===== src/rtl/assert_macros.svh =====
// Assertion macros shared by the RTL files of the key-value cache.
`ifndef ASSERT_MACROS_SVH
`define ASSERT_MACROS_SVH

`ifndef ASSERT_OFF

// Check a property on every rising clock edge outside reset.
`define ASSERT_CLK(lbl, clk, rst, prop, msg) \
   lbl: assert property (@(posedge clk) disable iff (rst) (prop)) else $error(msg);

// Check that a condition never holds on a rising clock edge outside reset.
`define ASSERT_NEVER(lbl, clk, rst, cond, msg) \
   lbl: assert property (@(posedge clk) disable iff (rst) !(cond)) else $error(msg);

`else

`define ASSERT_CLK(lbl, clk, rst, prop, msg)
`define ASSERT_NEVER(lbl, clk, rst, cond, msg)

`endif

`endif


===== src/rtl/lkvc_pkg.sv =====
// Package with the shared constants and operation codes of the key-value cache.
package lkvc_pkg;

   localparam int ENTRIES_DEFAULT    = 16;
   localparam int KEY_BITS_DEFAULT   = 32;
   localparam int VALUE_BITS_DEFAULT = 32;

   // Capacity register
   localparam int             CAP_BITS  = 5;
   localparam logic [CAP_BITS-1:0] CAP_RESET = 5'd16;

   // Operation codes carried in req_tuser
   localparam logic KIND_LOOKUP = 1'b0;
   localparam logic KIND_STORE  = 1'b1;

endpackage


===== src/rtl/lru_key_value_cache.sv =====
// Fully associative key-value cache with least-recently-used replacement.
// A lookup is held in the input register, and its result then in the response register.
// Throughput: one transaction per cycle unless a lookup waits for the response register to
// free; the tag compare over all entries and the rank update are combinational between the two.
// Reset (synchronous, active high) empties the cache and sets capacity to 16;
// stored keys and values are not cleared.
`include "assert_macros.svh"

module lru_key_value_cache #(
   parameter int ENTRIES    = lkvc_pkg::ENTRIES_DEFAULT,
   parameter int KEY_BITS   = lkvc_pkg::KEY_BITS_DEFAULT,
   parameter int VALUE_BITS = lkvc_pkg::VALUE_BITS_DEFAULT,
   localparam int REQ_BITS  = ((KEY_BITS + 2 * VALUE_BITS + 7) / 8) * 8,
   localparam int RSP_BITS  = ((VALUE_BITS + 7) / 8) * 8
) (
   input  logic                          clock,
   input  logic                          reset,
   // Request channel
   input  logic                          req_tvalid,
   output logic                          req_tready,
   // tdata, low bit up: key, store_value, fallback_value, zero fill
   input  logic [REQ_BITS-1:0]           req_tdata,
   // tuser: kind (0 lookup, 1 store)
   input  logic                          req_tuser,
   // Response channel
   output logic                          rsp_tvalid,
   input  logic                          rsp_tready,
   // tdata, low bit up: read_value, zero fill
   output logic [RSP_BITS-1:0]           rsp_tdata,
   // tuser: hit
   output logic                          rsp_tuser,
   // Capacity register write port
   input  logic                          csr_wr_en,
   input  logic [lkvc_pkg::CAP_BITS-1:0] csr_wr_data
);

   localparam int RANK_BITS  = (ENTRIES > 1) ? $clog2(ENTRIES) : 1;
   localparam int COUNT_BITS = $clog2(ENTRIES + 1);
   localparam int CMP_BITS   = (COUNT_BITS > lkvc_pkg::CAP_BITS) ? COUNT_BITS
                                                                 : lkvc_pkg::CAP_BITS;

   typedef logic [RANK_BITS-1:0] rank_type;

   // ---------------------------------------------------------------------
   // Input register
   // ---------------------------------------------------------------------
   logic                  s1_valid_ff;
   logic                  s1_kind_ff;
   logic [KEY_BITS-1:0]   s1_key_ff;
   logic [VALUE_BITS-1:0] s1_sval_ff;
   logic [VALUE_BITS-1:0] s1_fval_ff;
   logic                  s1_valid_in;
   logic                  s1_fire;

   // Response register
   logic                  rsp_valid_ff;
   logic                  rsp_hit_ff;
   logic [VALUE_BITS-1:0] rsp_value_ff;
   logic                  rsp_valid_in;

   // Cache state
   logic [ENTRIES-1:0]    entry_valid_ff;
   logic [ENTRIES-1:0]    entry_valid_in;
   rank_type              entry_rank_ff [ENTRIES];
   rank_type              entry_rank_in [ENTRIES];
   logic [KEY_BITS-1:0]   entry_key_ff  [ENTRIES];
   logic [VALUE_BITS-1:0] entry_data_ff [ENTRIES];
   logic [COUNT_BITS-1:0] occ_ff;
   logic [COUNT_BITS-1:0] occ_in;
   logic [lkvc_pkg::CAP_BITS-1:0] cap_ff;

   // Lookup and update logic
   logic [ENTRIES-1:0]    match_vec;
   logic [ENTRIES-1:0]    evict_sel;
   logic [ENTRIES-1:0]    free_vec;
   logic [ENTRIES-1:0]    ins_onehot;
   logic [ENTRIES-1:0]    key_we;
   logic [ENTRIES-1:0]    data_we;
   logic                  hit;
   rank_type              hit_rank;
   logic [VALUE_BITS-1:0] hit_value;
   logic [COUNT_BITS-1:0] occ_m1;
   logic [CMP_BITS-1:0]   eff_cap;
   logic                  cap_zero;
   logic                  full;
   logic                  do_store;
   logic                  do_promote;
   logic                  do_insert;
   logic                  do_evict;

   // ---------------------------------------------------------------------
   // Handshake: a store never waits on the response side; a lookup needs
   // the response register free or draining this cycle.
   // ---------------------------------------------------------------------
   assign s1_fire = s1_valid_ff &&
                    ((s1_kind_ff == lkvc_pkg::KIND_STORE) || !rsp_valid_ff || rsp_tready);
   assign req_tready  = !s1_valid_ff || s1_fire;
   assign s1_valid_in = req_tready ? req_tvalid : s1_valid_ff;

   always_comb begin
      if (s1_fire && (s1_kind_ff == lkvc_pkg::KIND_LOOKUP)) begin
         rsp_valid_in = 1'b1;
      end else if (rsp_tready) begin
         rsp_valid_in = 1'b0;
      end else begin
         rsp_valid_in = rsp_valid_ff;
      end
   end

   // ---------------------------------------------------------------------
   // Tag compare across all entries. Valid keys are unique, so at most one
   // entry matches and an OR of the masked fields selects it.
   // ---------------------------------------------------------------------
   always_comb begin
      hit_rank  = '0;
      hit_value = '0;
      for (int i = 0; i < ENTRIES; i++) begin
         match_vec[i] = entry_valid_ff[i] && (entry_key_ff[i] == s1_key_ff);
         if (match_vec[i]) begin
            hit_rank  = hit_rank | entry_rank_ff[i];
            hit_value = hit_value | entry_data_ff[i];
         end
      end
      hit = |match_vec;
   end

   // Capacity above the entry count saturates to the entry count.
   always_comb begin
      if (CMP_BITS'(cap_ff) > CMP_BITS'(ENTRIES)) begin
         eff_cap = CMP_BITS'(ENTRIES);
      end else begin
         eff_cap = CMP_BITS'(cap_ff);
      end
   end

   assign cap_zero = (eff_cap == '0);
   assign full     = (CMP_BITS'(occ_ff) >= eff_cap);
   assign occ_m1   = occ_ff - COUNT_BITS'(1);

   assign do_store   = s1_fire && (s1_kind_ff == lkvc_pkg::KIND_STORE) && !cap_zero;
   assign do_promote = s1_fire && hit &&
                       ((s1_kind_ff == lkvc_pkg::KIND_LOOKUP) || do_store);
   assign do_insert  = do_store && !hit;
   assign do_evict   = do_insert && full;

   // Oldest entry carries rank occupied-1; the insert goes to the lowest
   // free slot once that entry is released.
   always_comb begin
      for (int i = 0; i < ENTRIES; i++) begin
         evict_sel[i] = entry_valid_ff[i] &&
                        (entry_rank_ff[i] == occ_m1[RANK_BITS-1:0]);
      end
   end

   assign free_vec   = ~entry_valid_ff | (do_evict ? evict_sel : '0);
   assign ins_onehot = free_vec & (~free_vec + ENTRIES'(1));

   // ---------------------------------------------------------------------
   // Next state of valid bits and recency ranks
   // ---------------------------------------------------------------------
   always_comb begin
      entry_valid_in = entry_valid_ff;
      for (int i = 0; i < ENTRIES; i++) begin
         entry_rank_in[i] = entry_rank_ff[i];
         if (do_promote) begin
            // Move the hit entry to the front; age everything more recent.
            if (match_vec[i]) begin
               entry_rank_in[i] = '0;
            end else if (entry_valid_ff[i] && (entry_rank_ff[i] < hit_rank)) begin
               entry_rank_in[i] = entry_rank_ff[i] + RANK_BITS'(1);
            end
         end
         if (do_insert) begin
            if (do_evict && evict_sel[i]) begin
               entry_valid_in[i] = 1'b0;
               entry_rank_in[i]  = '0;
            end else if (entry_valid_ff[i]) begin
               entry_rank_in[i] = entry_rank_ff[i] + RANK_BITS'(1);
            end
            if (ins_onehot[i]) begin
               entry_valid_in[i] = 1'b1;
               entry_rank_in[i]  = '0;
            end
         end
      end
   end

   // Eviction plus insert leaves the count unchanged.
   assign occ_in = (do_insert && !do_evict) ? (occ_ff + COUNT_BITS'(1)) : occ_ff;

   assign key_we  = do_insert ? ins_onehot : '0;
   assign data_we = key_we | ((do_store && hit) ? match_vec : '0);

   // ---------------------------------------------------------------------
   // Control registers
   // ---------------------------------------------------------------------
   always_ff @(posedge clock) begin
      if (reset) begin
         s1_valid_ff    <= 1'b0;
         rsp_valid_ff   <= 1'b0;
         entry_valid_ff <= '0;
         occ_ff         <= '0;
         cap_ff         <= lkvc_pkg::CAP_RESET;
         for (int i = 0; i < ENTRIES; i++) begin
            entry_rank_ff[i] <= '0;
         end
      end else begin
         s1_valid_ff    <= s1_valid_in;
         rsp_valid_ff   <= rsp_valid_in;
         entry_valid_ff <= entry_valid_in;
         occ_ff         <= occ_in;
         for (int i = 0; i < ENTRIES; i++) begin
            entry_rank_ff[i] <= entry_rank_in[i];
         end
         // Drop capacity writes while the cache holds entries.
         if (csr_wr_en && (occ_ff == '0)) begin
            cap_ff <= csr_wr_data;
         end
      end
   end

   // ---------------------------------------------------------------------
   // Payload registers
   // ---------------------------------------------------------------------
   always_ff @(posedge clock) begin
      if (req_tready && req_tvalid) begin
         s1_kind_ff <= req_tuser;
         s1_key_ff  <= req_tdata[KEY_BITS-1:0];
         s1_sval_ff <= req_tdata[KEY_BITS +: VALUE_BITS];
         s1_fval_ff <= req_tdata[KEY_BITS + VALUE_BITS +: VALUE_BITS];
      end
      if (s1_fire && (s1_kind_ff == lkvc_pkg::KIND_LOOKUP)) begin
         rsp_hit_ff   <= hit;
         rsp_value_ff <= hit ? hit_value : s1_fval_ff;
      end
      for (int i = 0; i < ENTRIES; i++) begin
         if (key_we[i]) begin
            entry_key_ff[i] <= s1_key_ff;
         end
         if (data_we[i]) begin
            entry_data_ff[i] <= s1_sval_ff;
         end
      end
   end

   assign rsp_tvalid = rsp_valid_ff;
   assign rsp_tuser  = rsp_hit_ff;
   assign rsp_tdata  = RSP_BITS'(rsp_value_ff);

   // ---------------------------------------------------------------------
   // Assertions
   // ---------------------------------------------------------------------
   `ASSERT_CLK(a_count_matches_valid, clock, reset,
      $countones(entry_valid_ff) == int'(occ_ff), "occupied count differs from valid bits")
   `ASSERT_CLK(a_unique_match, clock, reset,
      $onehot0(match_vec), "more than one entry matches the key")
   `ASSERT_NEVER(a_count_overflow, clock, reset,
      int'(occ_ff) > ENTRIES, "occupied count exceeds entry count")
   `ASSERT_CLK(a_idle_state_holds, clock, reset,
      !s1_valid_ff |=> $stable(occ_ff) && $stable(entry_valid_ff),
      "cache state changed without a transaction")

endmodule


===== config.mk =====
export PLATFORM = sky130hd
export DESIGN_NAME = lru_key_value_cache
export DESIGN_NICKNAME = d
export VERILOG_FILES = /design/src/rtl/lkvc_pkg.sv /design/src/rtl/lru_key_value_cache.sv
export VERILOG_INCLUDE_DIRS = /design/src /design/src/rtl
export SDC_FILE = /design/constraint.sdc
export NUM_CORES = 2
export LEC_CHECK = 0
export ABC_AREA = 1
export BUFFER_PORTS_ARGS = -buffer_cell sky130_fd_sc_hd__buf_2
export CORE_MARGIN = 3
export CORE_UTILIZATION = 40
export CTS_BUF_LIST = sky130_fd_sc_hd__clkbuf_8
export DETAILED_ROUTE_END_ITERATION = 10
export PLACE_DENSITY = 0.57
export REMOVE_ABC_BUFFERS = 1
export SKIP_LAST_GASP = 1
export SLEW_MARGIN = 0
export SYNTH_ARGS = -nofsm -noshare
export SYNTH_HDL_FRONTEND = slang
export SYNTH_SLANG_ARGS = --single-unit

===== constraint.sdc =====
create_clock -name clock -period 6 [get_ports clock]
set_clock_uncertainty 0.1 [all_clocks]
set_input_delay 1.2 -clock clock [delete_from_list [all_inputs] [get_ports clock]]
set_output_delay 1.2 -clock clock [all_outputs]
set_load 0.05 [all_outputs]

==> impl_metrics.json <==
{
  "clock-sinks": 1246,
  "cp-end-kind": "flop",
  "r2r_end": "entry_rank_ff[1][16]$_SDFF_PP0_",
  "nNetsFinal": 6518,
  "path_cells": "inv_2 -> buf_4 -> nand2_1 -> nand2_1 -> nor2_1 -> inv_1 -> nor2_1 -> nand2_1 -> nor2_1 -> nand3_1 -> clkinv_1 -> a221oi_1 -> and3_1 -> buf_4 -> ha_1 -> a211oi_1 -> nand2_1 -> o21ai_0 -> nand4_1 -> nand2_1 -> nand2_1 -> a21oi_1",
  "wl_per_cell_um": 25.5,
  "drive_gt1_frac": 0.119,
  "area_growth_pct": 13.4,
  "die-width_um": 392,
  "cap_violations": 0,
  "hold_end": "s1_sval_ff[21]$_DFFE_PP_",
  "fillers": 13800,
  "antenna_found_initial": 12,
  "layout_setup_ws_ns": 0.526,
  "worstHoldStart": "req_tdata[53]",
  "antenna_left": 0,
  "rows": 141,
  "synth_ff_type": "edfxtp_1",
  "hold_buffers": 0,
  "drtPass1Iterations": 6,
  "r2r-start": "s1_key_ff[7]$_DFFE_PP_",
  "clock_latency_ns": 0.98,
  "drt-initial-drc-count": 5659,
  "worst_path_largest_cell_delay_ns": 0.64,
  "hold_violations": 0,
  "reg2reg_depth": 22,
  "gp_congestion": 0.956,
  "crit_fanout": 11,
  "critPathRequiredTime_ns": 6.80,
  "synth_edf_count": 1154,
  "min_period_ns": 5.47,
  "synth-seq-cells": 1246,
  "final-setup-viol-count": 0,
  "finalMaxSlewViolations": 0,
  "ys_seq_area_frac": 0.612,
  "vias": 46800,
  "grt_max_degree": 98,
  "synth.distinct_cells": 54,
  "cpMaxStageDelayCell": "and3_1",
  "power_leakage_nw": 27.1,
  "dieHeight_um": 392,
  "syn_area_per_cell_um2": 9.92,
  "synth_top_cells_by_area": "edfxtp_1, nand2_1, nor2_1, inv_1, dfxtp_1",
  "dp_slack_ns": 0.716,
  "cts-resized-gates": 0,
  "cts_buffers": 210,
  "io_pins": 142,
  "netlist.area_leader.share": 0.581,
  "post_cts_buffers": 0,
  "coreArea_um2": 148000,
  "syn_inst": 6014,
  "powerDensity_nw_per_um2": 269,
  "io_buffer_count": 141,
  "yosys-top-cells-count": "nand2_1, edfxtp_1, nor2_1",
  "hold_path_class": "primary input to flop",
  "multi_input_area_um2": 20100,
  "initial_core_util": 0.403,
  "timing.final.crit_share": 0.912,
  "cts_root_buf": "clkbuf_8",
  "ir_drop_mv": 0.179,
  "die_area_um2": 154000,
  "r2r_setup_slack_ns": 0.53,
  "seqCellArea_um2": 36500,
  "grt_usage": 0.276,
  "drt-total-wl_mm": 215,
  "ys.warnings.count": 0,
  "outcome": "finished clean",
  "grt_pass1_wl_mm": 308,
  "critPathArrivalTime_ns": 6.28,
  "syn-cell-area_um2": 59700,
  "yosysMostFrequentCell": "nand2_1",
  "worstSetupPathType": "flop to flop",
  "overflow": 0,
  "hold_slack_ns": 0.262,
  "first_global_vias": 45000,
  "rsz0062_at_grt": "false",
  "dpl.hpwl_mm": 136,
  "synth_area_leader_cell": "edfxtp_1",
  "slew_headroom": 0.190,
  "async_flop_share": 0,
  "hold_depth": 1,
  "clk_pin_slew_ns": 0.06,
  "clock.fmax_ghz": 0.183,
  "cts_tree": "done",
  "clockBufferDepth": 3,
  "htree_num_levels": 4,
  "start_kind": "flop",
  "drc": 0,
  "path_common_cell": "nand2_1",
  "tightest_slew_ns": 1.21,
  "via_per_inst": 5.55
}
-- layout make-up --
cell class                      count  share of cell area
Inverter                          607              0.0337
Multi-Input combinational cell   3966               0.297
Antenna cell                        8            0.000296
Timing Repair Buffer              308              0.0332
Tap cell                         1930              0.0357
Clock buffer                      210              0.0427
Clock inverter                    162              0.0179
Sequential cell                  1246               0.539
-- worst max-delay path by stage --
stage                                 start                               to  slack (ns)  cells after the start
floorplan           s1_key_ff[22]$_DFFE_PP_    entry_data_ff[1][0]$_DFFE_PP_       -0.84                     19
global placement    s1_key_ff[19]$_DFFE_PP_  entry_data_ff[1][226]$_DFFE_PP_        0.84                     24
detailed placement  s1_key_ff[19]$_DFFE_PP_  entry_rank_ff[1][16]$_SDFF_PP0_        0.72                     22
CTS                 s1_key_ff[19]$_DFFE_PP_  entry_rank_ff[1][21]$_SDFF_PP0_        0.68                     25
global route        s1_key_ff[19]$_DFFE_PP_  entry_rank_ff[1][16]$_SDFF_PP0_        0.18                     22
finish               s1_key_ff[7]$_DFFE_PP_  entry_rank_ff[1][16]$_SDFF_PP0_        0.53                     22
-- cell families (layout without fill, tap and decap cells) --
family,Yosys count,count (layout),synth area share
other cells,0,8,0
fa+ha+maj,72,72,0.0151
simple gates,3084,3084,0.218
buf+inv,802,1287,0.0562
compound gates,635,635,0.0734
mux,5,5,0.000943
xor+xnor,170,170,0.0250
flops,1246,1246,0.612
-- sequential cells by signal (all words and copies together), names as in the netlist --
register and flops:
rsp_tdata 32, entry_data_ff 512, cap_ff 5, entry_rank_ff 64, s1_sval_ff 32, rsp_tuser 1, entry_key_ff 512, s1_kind_ff 1
s1_valid_ff 1, occ_ff 5, entry_valid_ff 16, s1_key_ff 32, s1_fval_ff 32, rsp_tvalid 1
-- placed cells by master, fill, tap and decap left out, types with 10 or more instances in the layout --
cell type  instances
inv_2             48
nand3_1          179
nor3b_1           32
or2_1             14
ha_1              72
nand4_1          205
nor2_4            14
a211oi_1          20
a22o_1           128
a221oi_1         103
o21ai_1           13
xor2_1            59
clkinv_1          64
inv_1            591
o211ai_1          21
buf_2            141
a21oi_1          129
a41oi_1           25
nor3_1            33
xnor2_1          111
nor2_1           571
clkbuf_8         210
buf_4            144
bufinv_16         10
o21ai_0          119
o22ai_1           34
clkinv_2          38
nand3b_1          19
edfxtp_1        1154
dfxtp_1           92
nand2_1         1886
or2_2             70
buf_12            23
nor4_1            19
-- metrics by stage --
stage | power [mW] | setup TNS, ns | util | cells | instance area [um^2]
2_1_floorplan | 10.3 | -91.81 | - | 5819 | 58600
6_report | 18.2 | 0 | 0.457 | 8437 | 67700
3_3_place_gp | 10.8 | 0 | 0.429 | 8057 | 63600
5_1_grt | 18.8 | 0 | 0.457 | 8433 | 67700
3_5_place_dp | 10.8 | 0 | 0.429 | 8057 | 63600
4_1_cts | 18.3 | 0 | 0.457 | 8429 | 67700
-- metal layers --
layer | vias to the layer above | part of all wire | track usage
met4 | 0 | 0.033 | 0.0914
met5 | - | 0 | 0
met2 | 2379 | 0.44 | 0.425
li1 | 21300 | - | -
met1 | 22800 | 0.43 | 0.393
met3 | 370 | 0.093 | 0.0536
-- worst max-delay path, delay by kind of cell (launching register included) --
family / cells / cell delay (ns)
flip-flops: 1 / 0.41
AO/OA/AOI/OAI: 4 / 1.32
AND/OR/NAND/NOR: 12 / 1.93
adder cells (fa/ha/maj): 1 / 0.28
buffers and inverters: 5 / 1.33
-- report_power, final --
group	switching (mW)	internal, mW
Clock	3.75	3.78
Sequential	0.0792	9.56
Combinational	0.780	0.256
No activity file was read; power rests on OpenSTA's default activity.
